<file path="config.mk">
export PLATFORM = sky130hd
export DESIGN_NAME = pibu_alu
export DESIGN_NICKNAME = d
export VERILOG_FILES = /design/src/design/particle_integrate_and_bounce_unit_assert.svh /design/src/design/pibu_pkg.sv /design/src/design/pibu_alu.sv
export SDC_FILE = /design/constraint.sdc
export NUM_CORES = 2
export LEC_CHECK = 0
export BUFFER_PORTS_ARGS = -buffer_cell sky130_fd_sc_hd__buf_2
export CAP_MARGIN = 15
export CORE_ASPECT_RATIO = 0.8
export CORE_MARGIN = 2
export CORE_UTILIZATION = 60
export DETAILED_ROUTE_END_ITERATION = 7
export GPL_ROUTABILITY_DRIVEN = 0
export PLACE_DENSITY_LB_ADDON = 0.12
export SYNTH_ARGS = -nofsm -noshare
export SYNTH_HDL_FRONTEND = slang
export SYNTH_SLANG_ARGS = --single-unit
</file>
<file path="constraint.sdc">
create_clock -name vclk -period 9.15
set_input_delay 1.3725 -clock vclk [all_inputs]
set_output_delay 1.3725 -clock vclk [all_outputs]
set_load 0.03 [all_outputs]
</file>
<file path="src/design/particle_integrate_and_bounce_unit_assert.svh">
// Assertion macros for the particle integrate and bounce unit.
// Included by the top level; sampled on aclk, disabled while aresetn is low.
`ifndef PARTICLE_INTEGRATE_AND_BOUNCE_UNIT_ASSERT_SVH
`define PARTICLE_INTEGRATE_AND_BOUNCE_UNIT_ASSERT_SVH
`ifndef NO_ASSERTIONS
// Check a condition at every clock edge.
`define PIBU_ASSERT(lbl, cond) \
    lbl: assert property (@(posedge aclk) disable iff (!aresetn) (cond)) \
        else $error("pibu assertion failed");
// Check that a trigger is followed by a consequence in the following cycle.
`define PIBU_ASSERT_NEXT(lbl, trig, cons) \
    lbl: assert property (@(posedge aclk) disable iff (!aresetn) (trig) |=> (cons)) \
        else $error("pibu assertion failed");
`else
`define PIBU_ASSERT(lbl, cond)
`define PIBU_ASSERT_NEXT(lbl, trig, cons)
`endif
`endif

</file>
<file path="src/design/pibu_pkg.sv">
// Shared types, constants and saturation helper for the particle integrate unit.
// No dependencies.
package pibu_pkg;

    localparam int IDX_W     = 10;
    localparam int MOD_STEPS = 2;
    localparam int EW        = 38;
    localparam int DATA_W    = 208;
    localparam int SNAP_LIMIT = 6554;

    localparam logic [1:0] REG_TIME_STEP   = 2'd0;
    localparam logic [1:0] REG_BOX_WIDTH   = 2'd1;
    localparam logic [1:0] REG_BOX_HEIGHT  = 2'd2;
    localparam logic [1:0] REG_DROP_RADIUS = 2'd3;

    localparam logic [1:0] AXIS_X = 2'd0;
    localparam logic [1:0] AXIS_Y = 2'd1;
    localparam logic [1:0] AXIS_LAST = 2'd2;

    typedef enum logic [3:0] {
        S_IDLE,
        S_MOD,
        S_RD,
        S_MULV,
        S_ADDV,
        S_MULP,
        S_ADDP,
        S_WEX,
        S_WPOS,
        S_WVEL,
        S_WB,
        S_OUT
    } state_t;

    typedef enum logic [1:0] {
        OP_MUL,
        OP_ADD,
        OP_NEG
    } alu_op_t;

    typedef struct packed {
        logic               hit;
        logic signed [31:0] new_pos;
    } wall_res_t;

    function automatic logic signed [31:0] sat32(input logic signed [EW-1:0] v);
        logic signed [EW-1:0] max_v;
        logic signed [EW-1:0] min_v;
        max_v = EW'(32'sh7fffffff);
        min_v = -EW'(32'sh7fffffff) - EW'(1);
        if (v > max_v) begin
            return 32'sh7fffffff;
        end else if (v < min_v) begin
            return 32'sh80000000;
        end else begin
            return v[31:0];
        end
    endfunction

endpackage

</file>
<file path="src/design/pibu_alu.sv">
// Shared arithmetic unit: scaled multiply by the timestep, saturating add, negate.
// Depends on pibu_pkg.
module pibu_alu (
    input  pibu_pkg::alu_op_t   op,
    input  logic signed [31:0]  a,
    input  logic signed [31:0]  b,
    input  logic [16:0]         dt,
    output logic signed [31:0]  y
);

    logic signed [49:0] prod;
    logic signed [33:0] scaled;
    logic signed [pibu_pkg::EW-1:0] sum;
    logic signed [pibu_pkg::EW-1:0] neg;

    always_comb begin
        prod   = 50'(a) * 50'($signed({1'b0, dt}));
        // arithmetic shift rounds toward minus infinity
        scaled = prod[49:16];
        sum    = pibu_pkg::EW'(a) + pibu_pkg::EW'(b);
        neg    = -pibu_pkg::EW'(a);
        case (op)
            pibu_pkg::OP_MUL: y = pibu_pkg::sat32(pibu_pkg::EW'(scaled));
            pibu_pkg::OP_ADD: y = pibu_pkg::sat32(sum);
            pibu_pkg::OP_NEG: y = pibu_pkg::sat32(neg);
            default:          y = a;
        endcase
    end

endmodule

</file>
==> run_results.csv <==
group,metric,value,unit
place,portBuffers,115,
detailed_routing,drt_iter0_markers,2158,
worst_setup_path,crit_buf_inv,8,
logic_synthesis,synthCells,2803,
worst_setup_path,endpoint_kind,"output pin",
detailed_routing,via_per_inst,5.78,
timing,setup_slack,-0.188,ns
timing,whs,3.29,ns
global_routing,first_global_vias,21735,
worst_setup_path,cp.arrival,7.97,ns
logic_synthesis,syn_nets,3554,
global_routing,grt_util_all_layers,0.366,
detailed_routing,antenna_left,0,
floorplan,rows,64,
finish,final_common_cell,"inv_1",
status,failed_checks,"setup timing",
logic_synthesis,syn_area,0.0230,mm²
timing,maxSlewHeadroom,0.265,
floorplan,dieArea,0.0399,mm²
logic_synthesis,synth_top_area_cell,"fa_1",
timing,fin_crit,9.34,ns
finish,seq_cells,0,
timing,finalSetupTns,-1.74,ns
worst_setup_path,cp-startpoint,"a[4]",
floorplan,initial_utilization,0.605,
finish,final_cells,3633,
timing,timing.fmax,107,MHz
worst_setup_path,crit_slowest_cell,"fa_1",
status,status,"complete, but fails checks",
finish,nets,3889,
detailed_routing,drc_errors,0,
timing,period_share,1.02,
floorplan,die_x,223,µm
worst_setup_path,worstSetupEndpoint,"y[14]",
hold_path,worstHoldPathType,"in2out",
logic_synthesis,ys_seq_area_frac,0,
finish,nClkBuffers,0,
logic_synthesis,avgSynthCellArea,8.21,µm²
worst_setup_path,crit_type,"in2out",
finish,final_cell_mix,"624 x inv_1, 507 x fa_1, 329 x buf_4, 312 x and2_1, 292 x nand2_1",
timing,slew_violations,0,
worst_setup_path,critPathMaxFanout,6,
worst_setup_path,cp.required,7.78,ns
timing,finalSetupViolations,25,
detailed_routing,wirelength,74.6,mm
global_routing,antenna_found_initial,2,
finish,drive_gt1_frac,0.239,
place,dpl.cell_count,3577,
worst_setup_path,startpoint_type,"input pin",
finish,design_area,0.0287,mm²
finish,areaGrowthSynthToFinish,24.8,%
floorplan,ios,115,
floorplan,core_area,0.0380,mm²
finish,ff_latch_area,0,µm²
place,place_hpwl,58.7,mm
logic_synthesis,synth_warnings,0,
detailed_routing,wl_per_cell,20.5,µm
worst_setup_path,cpMostUsedCell,"fa_1",
logic_synthesis,synth_top_area_frac,0.452,
floorplan,die-height,179,µm
timing,tightestPinTransition,1.10,ns
global_routing,grt_max_degree,32,
logic_synthesis,synth.distinct_cells,82,
job,maxCapViolations,0,
timing,grt_setup_unrepaired,"true",
global_routing,overflow,0,
logic_synthesis,synth_area_leaders,"fa_1 45%, inv_1 11%, and2_1 8.8%",
detailed_routing,drt-pass1-iter-count,8,
worst_setup_path,worst_path_largest_cell_delay,0.64,ns
global_routing,grt_pass1_wl,115,mm
timing,hold_violations,0,
worst_setup_path,crit_cells,27,
place,place_area,0.0264,mm²
detailed_routing,num_vias,21014,
worst_setup_path,cp_top_family,"adder cells",
[routing by layer]
layer  GRT usage  vias up  share of wire
met5           0        -              0
met3      0.0531      246          0.090
li1            -     9183              -
met2       0.611     1151           0.47
met1       0.491    10434           0.39
met4       0.138        0          0.052
[cell type report]
type / instances / area, µm²
repair buffers: 487 / 4300
well taps: 495 / 619
fillers: 2660 / 9310
inverters: 657 / 2470
multi-input cells: 1992 / 21300
diodes: 2 / 5.00
[metrics by stage]
step / setup slack, ns / util
floorplan: -0.0109 / -
global placement: -0.494 / 0.695
detailed placement: -0.547 / 0.695
CTS: -0.0345 / 0.728
global route: -0.272 / 0.755
finish: -0.188 / 0.755
[worst min path at each step]
stage	cells past startpoint	end	startpoint	slack (ns)
6_report	5	y[0]	b[0]	3.29
3_3_place_gp	5	y[0]	b[0]	3.34
3_5_place_dp	5	y[0]	b[0]	3.32
4_1_cts	5	y[0]	b[0]	3.33
5_1_grt	5	y[0]	b[0]	3.31
2_1_floorplan	3	y[15]	a[15]	3.07
[cell families (layout without fill, tap and decap cells)]
family | after synthesis | in the layout | synth area share
AO/OA/AOI/OAI | 414 | 414 | 0.114
XOR/XNOR | 80 | 80 | 0.0304
adder cells (fa/ha/maj) | 668 | 668 | 0.533
buffers and inverters | 811 | 1144 | 0.134
multiplexers | 1 | 1 | 0.000435
other | 0 | 2 | 0
AND/OR/NAND/NOR | 829 | 829 | 0.188
[what timing repair did]
action	CTS	global route
hold buffers	0	0
pin swaps	76	169
cloned	3	2
endpoints found under the setup margin	32	31
gates resized for setup	256	178
hold endpoints to repair	0	0
setup buffers	20	29
[cell usage after synthesis, drive strengths merged, types with 9 or more instances]
cell type and number:
inv 656, fa 520, and2 326, nand2 309, ha 148, clkbuf 135, a21oi 131, o21ai 99
nor2 58, xnor2 45, xor2 35, a21o 30, nand3 29, o21a 24, nor3 22, buf 19
and3 14, o22ai 13, a211oi 12, nand4 12, o31ai 12, o21bai 11, or3 11, nand2b 9
nor2b 9, o211ai 9
Power is not shown: default switching activity piles up to over one toggle a cycle in this logic, so the estimate is an artifact.
