==> src/design/particle_integrate_and_bounce_unit_assert.svh <==
// Assertion macros for the particle integrate and bounce unit.
// Included by the top level; sampled on aclk, disabled while aresetn is low.
`ifndef PARTICLE_INTEGRATE_AND_BOUNCE_UNIT_ASSERT_SVH
`define PARTICLE_INTEGRATE_AND_BOUNCE_UNIT_ASSERT_SVH
`ifndef NO_ASSERTIONS
// Check a condition at every clock edge.
`define PIBU_ASSERT(lbl, cond) \
    lbl: assert property (@(posedge aclk) disable iff (!aresetn) (cond)) \
        else $error("pibu assertion failed");
// Check that a trigger is followed by a consequence in the following cycle.
`define PIBU_ASSERT_NEXT(lbl, trig, cons) \
    lbl: assert property (@(posedge aclk) disable iff (!aresetn) (trig) |=> (cons)) \
        else $error("pibu assertion failed");
`else
`define PIBU_ASSERT(lbl, cond)
`define PIBU_ASSERT_NEXT(lbl, trig, cons)
`endif
`endif

==> src/design/pibu_pkg.sv <==
// Shared types, constants and saturation helper for the particle integrate unit.
// No dependencies.
package pibu_pkg;

    localparam int IDX_W     = 10;
    localparam int MOD_STEPS = 2;
    localparam int EW        = 38;
    localparam int DATA_W    = 208;
    localparam int SNAP_LIMIT = 6554;

    localparam logic [1:0] REG_TIME_STEP   = 2'd0;
    localparam logic [1:0] REG_BOX_WIDTH   = 2'd1;
    localparam logic [1:0] REG_BOX_HEIGHT  = 2'd2;
    localparam logic [1:0] REG_DROP_RADIUS = 2'd3;

    localparam logic [1:0] AXIS_X = 2'd0;
    localparam logic [1:0] AXIS_Y = 2'd1;
    localparam logic [1:0] AXIS_LAST = 2'd2;

    typedef enum logic [3:0] {
        S_IDLE,
        S_MOD,
        S_RD,
        S_MULV,
        S_ADDV,
        S_MULP,
        S_ADDP,
        S_WEX,
        S_WPOS,
        S_WVEL,
        S_WB,
        S_OUT
    } state_t;

    typedef enum logic [1:0] {
        OP_MUL,
        OP_ADD,
        OP_NEG
    } alu_op_t;

    typedef struct packed {
        logic               hit;
        logic signed [31:0] new_pos;
    } wall_res_t;

    function automatic logic signed [31:0] sat32(input logic signed [EW-1:0] v);
        logic signed [EW-1:0] max_v;
        logic signed [EW-1:0] min_v;
        max_v = EW'(32'sh7fffffff);
        min_v = -EW'(32'sh7fffffff) - EW'(1);
        if (v > max_v) begin
            return 32'sh7fffffff;
        end else if (v < min_v) begin
            return 32'sh80000000;
        end else begin
            return v[31:0];
        end
    endfunction

endpackage

==> src/design/pibu_wall.sv <==
// Wall test for one axis: excess beyond each wall, then snap or reflect.
// Depends on pibu_pkg.
module pibu_wall (
    input  logic signed [31:0]                pos,
    input  logic [30:0]                       size,
    input  logic [20:0]                       rad,
    input  logic signed [pibu_pkg::EW-1:0]    ex_lo_in,
    input  logic signed [pibu_pkg::EW-1:0]    ex_hi_in,
    output logic signed [pibu_pkg::EW-1:0]    ex_lo,
    output logic signed [pibu_pkg::EW-1:0]    ex_hi,
    output pibu_pkg::wall_res_t               res
);

    logic signed [pibu_pkg::EW-1:0] half;
    logic signed [pibu_pkg::EW-1:0] r;
    logic signed [pibu_pkg::EW-1:0] p;
    logic signed [pibu_pkg::EW-1:0] snap;
    logic signed [pibu_pkg::EW-1:0] np;

    always_comb begin
        half  = $signed(pibu_pkg::EW'(size[30:1]));
        r     = $signed(pibu_pkg::EW'(rad));
        p     = pibu_pkg::EW'(pos);
        snap  = pibu_pkg::EW'(pibu_pkg::SNAP_LIMIT);
        ex_lo = r - half - p;
        ex_hi = p + r - half;

        res.hit = 1'b0;
        np      = p;
        if (ex_lo_in > 0) begin
            res.hit = 1'b1;
            np = (ex_lo_in < snap) ? (r - half) : (p + (ex_lo_in <<< 1));
        end else if (ex_hi_in > 0) begin
            res.hit = 1'b1;
            np = (ex_hi_in < snap) ? (half - r) : (p - (ex_hi_in <<< 1));
        end
        res.new_pos = pibu_pkg::sat32(np);
    end

endmodule

==> config.mk <==
export PLATFORM = sky130hd
export DESIGN_NAME = pibu_wall
export DESIGN_NICKNAME = d
export VERILOG_FILES = /design/src/design/particle_integrate_and_bounce_unit_assert.svh /design/src/design/pibu_pkg.sv /design/src/design/pibu_wall.sv
export SDC_FILE = /design/constraint.sdc
export NUM_CORES = 1
export LEC_CHECK = 0
export BUFFER_PORTS_ARGS = -buffer_cell sky130_fd_sc_hd__buf_2
export CAP_MARGIN = 20
export CELL_PAD_IN_SITES_DETAIL_PLACEMENT = 1
export CELL_PAD_IN_SITES_GLOBAL_PLACEMENT = 2
export CORE_UTILIZATION = 31
export DETAILED_ROUTE_END_ITERATION = 8
export GPL_ROUTABILITY_DRIVEN = 0
export PLACE_DENSITY_LB_ADDON = 0.12
export SYNTH_ARGS = -nofsm -noshare
export SYNTH_HDL_FRONTEND = slang
export SYNTH_SLANG_ARGS = --single-unit
==> constraint.sdc <==
create_clock -name vclk -period 7.75
set_input_delay 1.1625 -clock vclk [all_inputs]
set_output_delay 1.1625 -clock vclk [all_outputs]
set_load 0.01 [all_outputs]
==> impl_metrics.json, run 1 <==
{
  "via_per_inst": 5.58,
  "p_int_mw": 0.699,
  "seq_cells": 0,
  "seqPwrFrac": 0,
  "initial_core_util": 0.314,
  "swShare": 0.610,
  "critPathKind": "in2out",
  "final_common_cell": "buf_2",
  "vias": 14200,
  "antenna_found_initial": 1,
  "seq_area_frac_synth": 0,
  "io-pin-count": 269,
  "grtUsageTotal": 0.266,
  "cp_slowest_cell": "a2111oi_0",
  "hpwl_um": 47400,
  "fmax_ghz": 0.136,
  "synthTopCellsByArea": "ha_1 19%, a21oi_1 8.3%, xnor2_1 8.2%, inv_1 6.5%, o21ai_0 4.9%",
  "critical_path.startpoint_type": "input port",
  "fp.dieH_um": 200,
  "finish.utilization": 0.362,
  "synth_fp_nets": 2178,
  "final.min_clock_period_ps": 7350,
  "routed.top_layer": "met5",
  "routedWlPerCell_um": 21.7,
  "design.die.area_mm2": 0.0399,
  "setup_viol": 0,
  "met3_length_um": 2540,
  "critPathRequiredTime_ps": 6590,
  "path_max_fanout": 11,
  "yosysWarnings": 0,
  "path_cells": "buf_2 -> inv_1 -> ha_1 -> nand3_1 -> o221ai_1 -> a31oi_2 -> o21ai_0 -> xor2_1 -> ha_1 -> a2111oi_0 -> nand2_1 -> o21ai_0 -> buf_4 -> o31a_1 -> o31a_1 -> a21oi_1 -> a311oi_1 -> xnor2_1 -> buf_2",
  "power.total_mw": 1.79,
  "seq_area_um2": 0,
  "synth_cell_types": 78,
  "grt_max_degree": 49,
  "grt_pass1_wl_um": 81400,
  "clkbuf_count": 0,
  "ir_drop_v": 0.0000900,
  "tns_ps": 0,
  "num-nets-final": 2391,
  "first_iter_violations": 884,
  "drc": 0,
  "gr-total-overflow": 0,
  "p_leak_nw": 6.80,
  "finalWirelength_um": 54900,
  "power_frac_clock": 0,
  "post-place-cells": 2532,
  "first_pass_iters": 5,
  "worstHoldEndpoint": "ex_hi[0]",
  "cp-end-kind": "primary output",
  "critPathMaxStageDelay_ps": 580,
  "yosysTopAreaCell": "ha_1",
  "die_w_um": 200,
  "syn_to_final_growth_pct": 15.4,
  "power_density_mw_per_mm2": 128,
  "cap_violations": 0,
  "slew_viol_final": 0,
  "syn_area_mm2": 0.0121,
  "wl_met2_um": 23500,
  "grt_pass1_vias": 14000,
  "worstHoldStart": "pos[0]",
  "drt-met1-wl_um": 27900,
  "antenna_left": 0,
  "arrival_ps": 6190,
  "final_cell_mix": "268 x buf_2, 209 x inv_1, 199 x a21oi_1, 187 x ha_1, 141 x nor2_1",
  "worst_pin_slew_ps": 878,
  "synth.avg_cell_area_um2": 6.71,
  "syn_inst": 1805,
  "p_comb_frac": 1.000,
  "hp-class": "in2out",
  "status": "finished clean",
  "fin_crit_sh": 0.948,
  "synth_top_cell_area_share": 0.193,
  "n_antenna_cell": 0,
  "final_cells": 2534,
  "io_buffers": 268,
  "rsz0062_at_grt": "no",
  "rows": 72,
  "slew_headroom": 0.413,
  "power.switching_mw": 1.09,
  "layout-drive-gt1-share": 0.163,
  "design.core.area_mm2": 0.0386,
  "finalHoldViolCount": 0,
  "n_fill_cell": 5054,
  "hold_depth": 3
}
area by class of cell:
class / count / area [µm²] / area share
tap: 518 / 648 / 0.0464
multi-input combinational: 1519 / 11100 / 0.791
timing repair buffer: 288 / 1490 / 0.107
inverter: 209 / 785 / 0.0561
cells in the mapped netlist, types with 10 or more instances:
| library cell | count |
|---|---|
| a21oi_1 | 200 |
| nor2b_1 | 18 |
| a31oi_1 | 20 |
| o31ai_1 | 15 |
| o21ai_0 | 118 |
| o21a_1 | 23 |
| o21bai_1 | 30 |
| and3_1 | 15 |
| o21ai_1 | 15 |
| nand2b_1 | 22 |
| xor2_1 | 50 |
| nor3_1 | 37 |
| nand2_1 | 112 |
| nand3_1 | 30 |
| fa_1 | 26 |
| clkbuf_1 | 53 |
| o211ai_1 | 20 |
| a21o_1 | 68 |
| nor2_1 | 142 |
| inv_1 | 209 |
| o22ai_1 | 11 |
| buf_2 | 10 |
| nand4_1 | 27 |
| xnor2_1 | 114 |
| a211oi_1 | 45 |
| ha_1 | 187 |
| nor4_1 | 21 |
cells by family after synthesis:
kind of cell	share of synthesized area
AOI/OAI and AO/OA	0.354
xor gates and xnor gates	0.119
adders and majority gates	0.236
buffers and inverters	0.0931
muxes	0.00754
and+or+nand+nor	0.191
power groups by stage:
stage               registers [mW]  logic, mW  clock network [mW]
CTS                              0       1.78                   0
floorplan                        0       1.14                   0
finish                           0       1.79                   0
global route                     0       1.95                   0
detailed placement               0       1.77                   0
global placement                 0       1.75                   0
metal layers:
metal / global-route usage / vias up
met5: 0 / -
met4: 0.0407 / 2
met3: 0.0142 / 40
met2: 0.412 / 370
met1: 0.403 / 6834
li1: - / 6906
critical path, delay by kind of cell:
family | cells | cell delay, ps
buffers and inverters | 4 | 480
adder cells (fa/ha/maj) | 2 | 870
XOR/XNOR | 2 | 450
AND/OR/NAND/NOR | 2 | 310
AO/OA/AOI/OAI | 9 | 2880
how the worst max path moves through the flow:
stage	slack, ps	from	end
after floorplan	1160	size[3]	ex_lo[33]
after global placement	390	size[2]	ex_lo[32]
after detailed placement	190	size[2]	ex_lo[34]
after CTS	180	size[2]	ex_lo[34]
after global routing	140	size[2]	ex_lo[33]
final	400	size[4]	ex_lo[31]
stage by stage:
step	worst slack [ps]	hold slack (ps)	instance area, µm²
after detailed placement	192	2800	13900
after floorplan	1160	2480	12100
after global routing	138	2810	14000
after global placement	386	2790	13900
after CTS	181	2800	13900
final	402	2800	14000
repair_timing:
action | 4_1_cts | 5_1_grt
hold buffers | 0 | 0
gates resized for setup | 0 | 4
endpoints found under the setup margin | 0 | 7
setup buffers | 0 | 2
endpoints found under the hold margin | 0 | 0
(Power assumes the default switching activity.)
==> run 2, diff against run 1 <==
- CORE_MARGIN: unset -> 2
- CORE_UTILIZATION: 31 -> 28
- GPL_ROUTABILITY_DRIVEN: 0 -> 1
- clock period: 7.75 -> 6.7 ns (I/O delays scaled with it)
==> run 2 against run 1 <==
Power increased by 26%. Wire length increased by 8.9%. Global-route usage is 0.70 points lower. Die area increased by 13%. Sequential cell count stayed put. First-iteration DRC count shrank 19%. Design area grew 6.7%. Final cell count grew 6.1%. Combinational power rose by 26%. Critical path type unchanged. Largest cell class unchanged.
==> impl_metrics.json, run 2 (synthesized netlist as in run 1, its figures left out) <==
{
  "status": "finished clean",
  "routedWlPerCell_um": 22.2,
  "routed.top_layer": "met5",
  "final_cell_mix": "268 x buf_2, 208 x inv_1, 194 x a21oi_1, 183 x ha_1, 140 x nor2_1",
  "vias": 14400,
  "p_int_mw": 0.924,
  "layout_setup_ws_ps": 166,
  "finalHoldViolCount": 0,
  "design.die.area_mm2": 0.0449,
  "power_density_mw_per_mm2": 151,
  "critical_path.startpoint_type": "input port",
  "wl_met2_um": 26400,
  "clkbuf_count": 0,
  "n_antenna_cell": 0,
  "cp-end-kind": "primary output",
  "p_leak_nw": 7.27,
  "power.switching_mw": 1.33,
  "path_max_fanout": 9,
  "critPathKind": "in2out",
  "gp_congestion": 0.887,
  "met3_length_um": 2270,
  "die_w_um": 212,
  "worstHoldEndpoint": "ex_hi[0]",
  "grt_pass1_vias": 14600,
  "rows": 76,
  "slew_viol_final": 0,
  "syn_to_final_growth_pct": 23.1,
  "io_buffers": 268,
  "power_frac_clock": 0,
  "hold_depth": 3,
  "grt_max_degree": 38,
  "fin_crit_sh": 0.975,
  "finalInstanceArea_mm2": 0.0149,
  "critPathRequiredTime_ps": 5690,
  "antenna_left": 0,
  "ir_drop_v": 0.000102,
  "final.min_clock_period_ps": 6530,
  "first_pass_iters": 5,
  "design.core.area_mm2": 0.0429,
  "swShare": 0.590,
  "hp-class": "in2out",
  "gr-total-overflow": 0,
  "antenna_found_initial": 3,
  "finalWirelength_um": 59800,
  "slew_headroom": 0.539,
  "via_per_inst": 5.36,
  "first_iter_violations": 716,
  "tns_ps": 0,
  "worst_pin_slew_ps": 683,
  "num-nets-final": 2479,
  "seq_cells": 0,
  "final_common_cell": "buf_2",
  "dpl_cell_area_mm2": 0.0147,
  "setup_viol": 0,
  "seq_area_um2": 0,
  "drt-met1-wl_um": 30500,
  "finish.utilization": 0.348,
  "fmax_ghz": 0.153,
  "arrival_ps": 5530,
  "grt_pass1_wl_um": 89300,
  "p_comb_frac": 1.000,
  "power.total_mw": 2.26,
  "grtUsageTotal": 0.259,
  "layout-drive-gt1-share": 0.208,
  "fp.dieH_um": 212,
  "drc": 0,
  "initial_core_util": 0.282,
  "io-pin-count": 269,
  "seqPwrFrac": 0,
  "hpwl_um": 52000,
  "worstHoldStart": "pos[0]",
  "cap_violations": 0,
  "post-place-ws_ps": -131
}
[run 2: cell count changes in the layout (fill, tap and decap cells not counted), moves of 2 or more]
cell and delta:
o21ai_1 +3, xnor2_1 -3, a21oi_1 -5, a21oi_2 +4, buf_4 +85, xnor2_2 +3
ha_4 +4, buf_12 +2, ha_1 -4, o21ai_0 -4
[run 2: through the flow]
stage                     instances  hold WS (ps)
after floorplan                1805          2160
after global placement         2683          2410
after detailed placement       2683          2420
after CTS                      2683          2430
after global routing           2689          2460
final                          2689          2420
[run 2: final cells by class]
cell class,count,area (µm²)
fill,5503,28000
multi-input combinational,1519,11200
tap,585,732
inverter,209,785
timing repair buffer,376,2180
[run 2: worst max-delay path, stage by stage]
cell      delay [ps]
buf_2            120
inv_1             70
ha_4             290
buf_4            170
nand3_1          170
o221ai_4         280
a31oi_1          120
buf_4            160
o21ai_1          260
xor2_1           220
ha_1             320
o21ai_0          200
nand2b_1         110
a21oi_1          200
a21oi_2           70
o41a_1           490
a31o_2           290
o211a_1          220
o21a_1           170
o21a_1           170
o22ai_1          140
buf_4            160
buf_2            130
[run 2: power groups by stage]
stage	combinational [mW]	clock (mW)	sequential, mW
2_1_floorplan	1.32	0	0
3_3_place_gp	2.18	0	0
3_5_place_dp	2.20	0	0
4_1_cts	2.22	0	0
5_1_grt	2.47	0	0
6_report	2.26	0	0
[run 2: worst max path at each step]
stage | startpoint | endpoint | slack [ps] | cells after the start
after global routing | size[3] | ex_lo[33] | -90 | 23
after detailed placement | size[2] | ex_lo[35] | -130 | 22
after CTS | rad[0] | ex_lo[35] | 20 | 22
after floorplan | size[3] | ex_lo[33] | 420 | 21
after global placement | size[2] | ex_lo[33] | -50 | 22
final | size[3] | ex_lo[32] | 170 | 23
[run 2: what timing repair did]
action                                 CTS  global route
pin swaps                                1            12
setup buffers                            0             6
resized for setup                        6            31
hold buffers                             0             0
setup endpoints to repair                9            16
endpoints found under the hold margin    0             0
[run 2: metal layers]
metal  vias up  global-route usage
li1       7107                   -
met1      6984               0.390
met2       292               0.418
met3        23              0.0143
met4         2              0.0197
met5         -                   0
==> run 3, diff against run 2 <==
- ABC_AREA: unset -> 1
- CORE_UTILIZATION: 28 -> 26
- MAX_ROUTING_LAYER: unset -> met4
==> run 3 against run 2 <==
Largest cell class unchanged. Sequential cell count unchanged. Combinational power is essentially flat. Fmax grew 4.1%. Critical path type unchanged. Synthesized area up 13%. Design area up 6.9%. First-iteration DRC count rose by 58%. Hold slack lost 46 ps. Global-route usage grew 2.9 points. Via count increased by 23%. Synthesized cell count up 39%.
==> impl_metrics.json, run 3 <==
{
  "critPathKind": "in2out",
  "layout_setup_ws_ps": 425,
  "synthSimpleGateAreaFrac": 0.352,
  "synth_cell_types": 49,
  "yosysMostFrequentCell": "nand2_1",
  "design.die.area_mm2": 0.0545,
  "gp_congestion": 0.951,
  "die_w_um": 233,
  "slew_viol_final": 0,
  "grtUsageTotal": 0.288,
  "slew_headroom": 0.374,
  "p_leak_nw": 8.49,
  "yosysWarnings": 0,
  "dpl_cell_area_mm2": 0.0159,
  "rsz0062_at_grt": "no",
  "hp-class": "in2out",
  "worst_pin_slew_ps": 929,
  "syn_area_mm2": 0.0137,
  "critical_path.startpoint_type": "input port",
  "yosysTopAreaCell": "nand2_1",
  "post-place-ws_ps": 53.7,
  "syn_to_final_growth_pct": 16.5,
  "synth_top_cell_area_share": 0.179,
  "antenna_left": 0,
  "seq_cells": 0,
  "power_density_mw_per_mm2": 144,
  "via_per_inst": 5.11,
  "layout-drive-gt1-share": 0.128,
  "grt_pass1_vias": 18100,
  "ir_drop_v": 0.0000662,
  "synth_top_family_by_area": "simple AND/OR/NAND/NOR gates",
  "num-nets-final": 3149,
  "cp-end-kind": "primary output",
  "finalHoldViolCount": 0,
  "synth_fp_nets": 2886,
  "arrival_ps": 5270,
  "final_cell_mix": "651 x nand2_1, 403 x inv_1, 268 x buf_2, 263 x a21oi_1, 252 x nor2_1",
  "path_max_fanout": 6,
  "design.core.area_mm2": 0.0523,
  "rows": 84,
  "fp.dieH_um": 233,
  "synth-adder-area-share": 0.209,
  "first_pass_iters": 5,
  "grt_pass1_wl_um": 114000,
  "drc": 0,
  "fin_crit_sh": 0.937,
  "clkbuf_count": 0,
  "gr-total-overflow": 0,
  "antenna_found_initial": 2,
  "setup_viol": 0,
  "io_buffers": 268,
  "muxShareOfSynthArea": 0,
  "vias": 17700,
  "io-pin-count": 269,
  "yosys-top-cells-count": "651 x nand2_1, 403 x inv_1, 266 x a21oi_1",
  "routedWlPerCell_um": 22.5,
  "synth.avg_cell_area_um2": 5.44,
  "cap_violations": 0,
  "initial_core_util": 0.261,
  "seq_area_frac_synth": 0,
  "finalInstanceArea_mm2": 0.0159,
  "seq_area_um2": 0,
  "first_iter_violations": 1130,
  "synthTopCellsByArea": "nand2_1 18%, ha_1 17%, inv_1 11%, a21oi_1 9.7%, nor2_1 6.9%",
  "final.min_clock_period_ps": 6270,
  "critPathRequiredTime_ps": 5690,
  "hpwl_um": 70500,
  "status": "finished clean",
  "n_fill_cell": 7190,
  "tns_ps": 0,
  "synth_compound_area_frac": 0.226,
  "fmax_ghz": 0.159,
  "grt_max_degree": 28,
  "finalWirelength_um": 77900,
  "final_common_cell": "nand2_1",
  "power.total_mw": 2.29,
  "syn_inst": 2513,
  "synth_xor_xnor_area_share": 0.0800
}
==> run 3: cell count changes after synthesis, sizes merged, moves of 46 or more <==
cell,delta
a211oi,-46
a21o,-60
a21oi,+69
inv,+201
nand2,+550
nand3,+114
nor2,+117
xnor2,-76
==> run 3: critical path, cell delays in order <==
cell      delay (ps)
buf_2            120
inv_1             50
ha_1             370
a21oi_1          210
o21ai_0          110
a21oi_1          250
o21ai_0          140
buf_4            180
a21oi_1          150
xor2_1           380
ha_1             380
a21oi_1          330
o21a_1           170
o21ai_0          140
a221oi_1         250
o21ai_0          140
buf_4            190
a21o_1           210
nand2_1           80
o211ai_1         100
o21ai_2          120
buf_2            180
==> run 3: kinds of logic after synthesis <==
group / after synthesis
buffers and inverters: 455
and+or+nand+nor: 1163
xor gates and xnor gates: 125
AOI/OAI and AO/OA: 557
adders and majority gates: 213
==> run 3: per-stage QoR <==
stage                     cells  hold slack, ps   util
after detailed placement   3462            2380  0.304
after global routing       3464            2410  0.305
after CTS                  3462            2380  0.304
final                      3464            2380  0.305
after global placement     3462            2390  0.304
after floorplan            2513            2160      -
==> run 3: layer usage <==
layer  share of wire  wire length, µm  vias to the layer above  GRT usage
met5               0                0                        -          -
met4           0.019             1500                        0     0.0483
met3           0.046             3560                       57     0.0261
met2            0.44            34700                      414      0.460
met1            0.49            38200                     8478      0.398
li1                -                -                     8766          -
==> run 3: power breakdown <==
group	internal (mW)	leakage [nW]	switching, mW
Clock	0.0000000261	0.0000154	0
Sequential	0	0	0
Combinational	0.766	8.49	1.52
==> run 3: path summary, 6_finish.rpt <==
kind / slack [ps] / endpoint / startpoint / depth (start not counted)
max: 430 / ex_lo[35] / size[5] / 22
min: 2380 / ex_hi[0] / pos[0] / 3
==> run 3: layout make-up <==
class | count | area, µm² | share of cell area
diodes | 2 | 5.00 | 0.000314
well taps | 688 | 861 | 0.0540
inverters | 410 | 1540 | 0.0966
repair buffers | 306 | 1640 | 0.103
multi-input cells | 2058 | 11900 | 0.746
==> run 3: what timing repair did <==
item | CTS | global route
resized for setup | 0 | 8
setup buffers | 0 | 0
endpoints found under the hold margin | 0 | 0
endpoints found under the setup margin | 0 | 9
hold buffers | 0 | 0
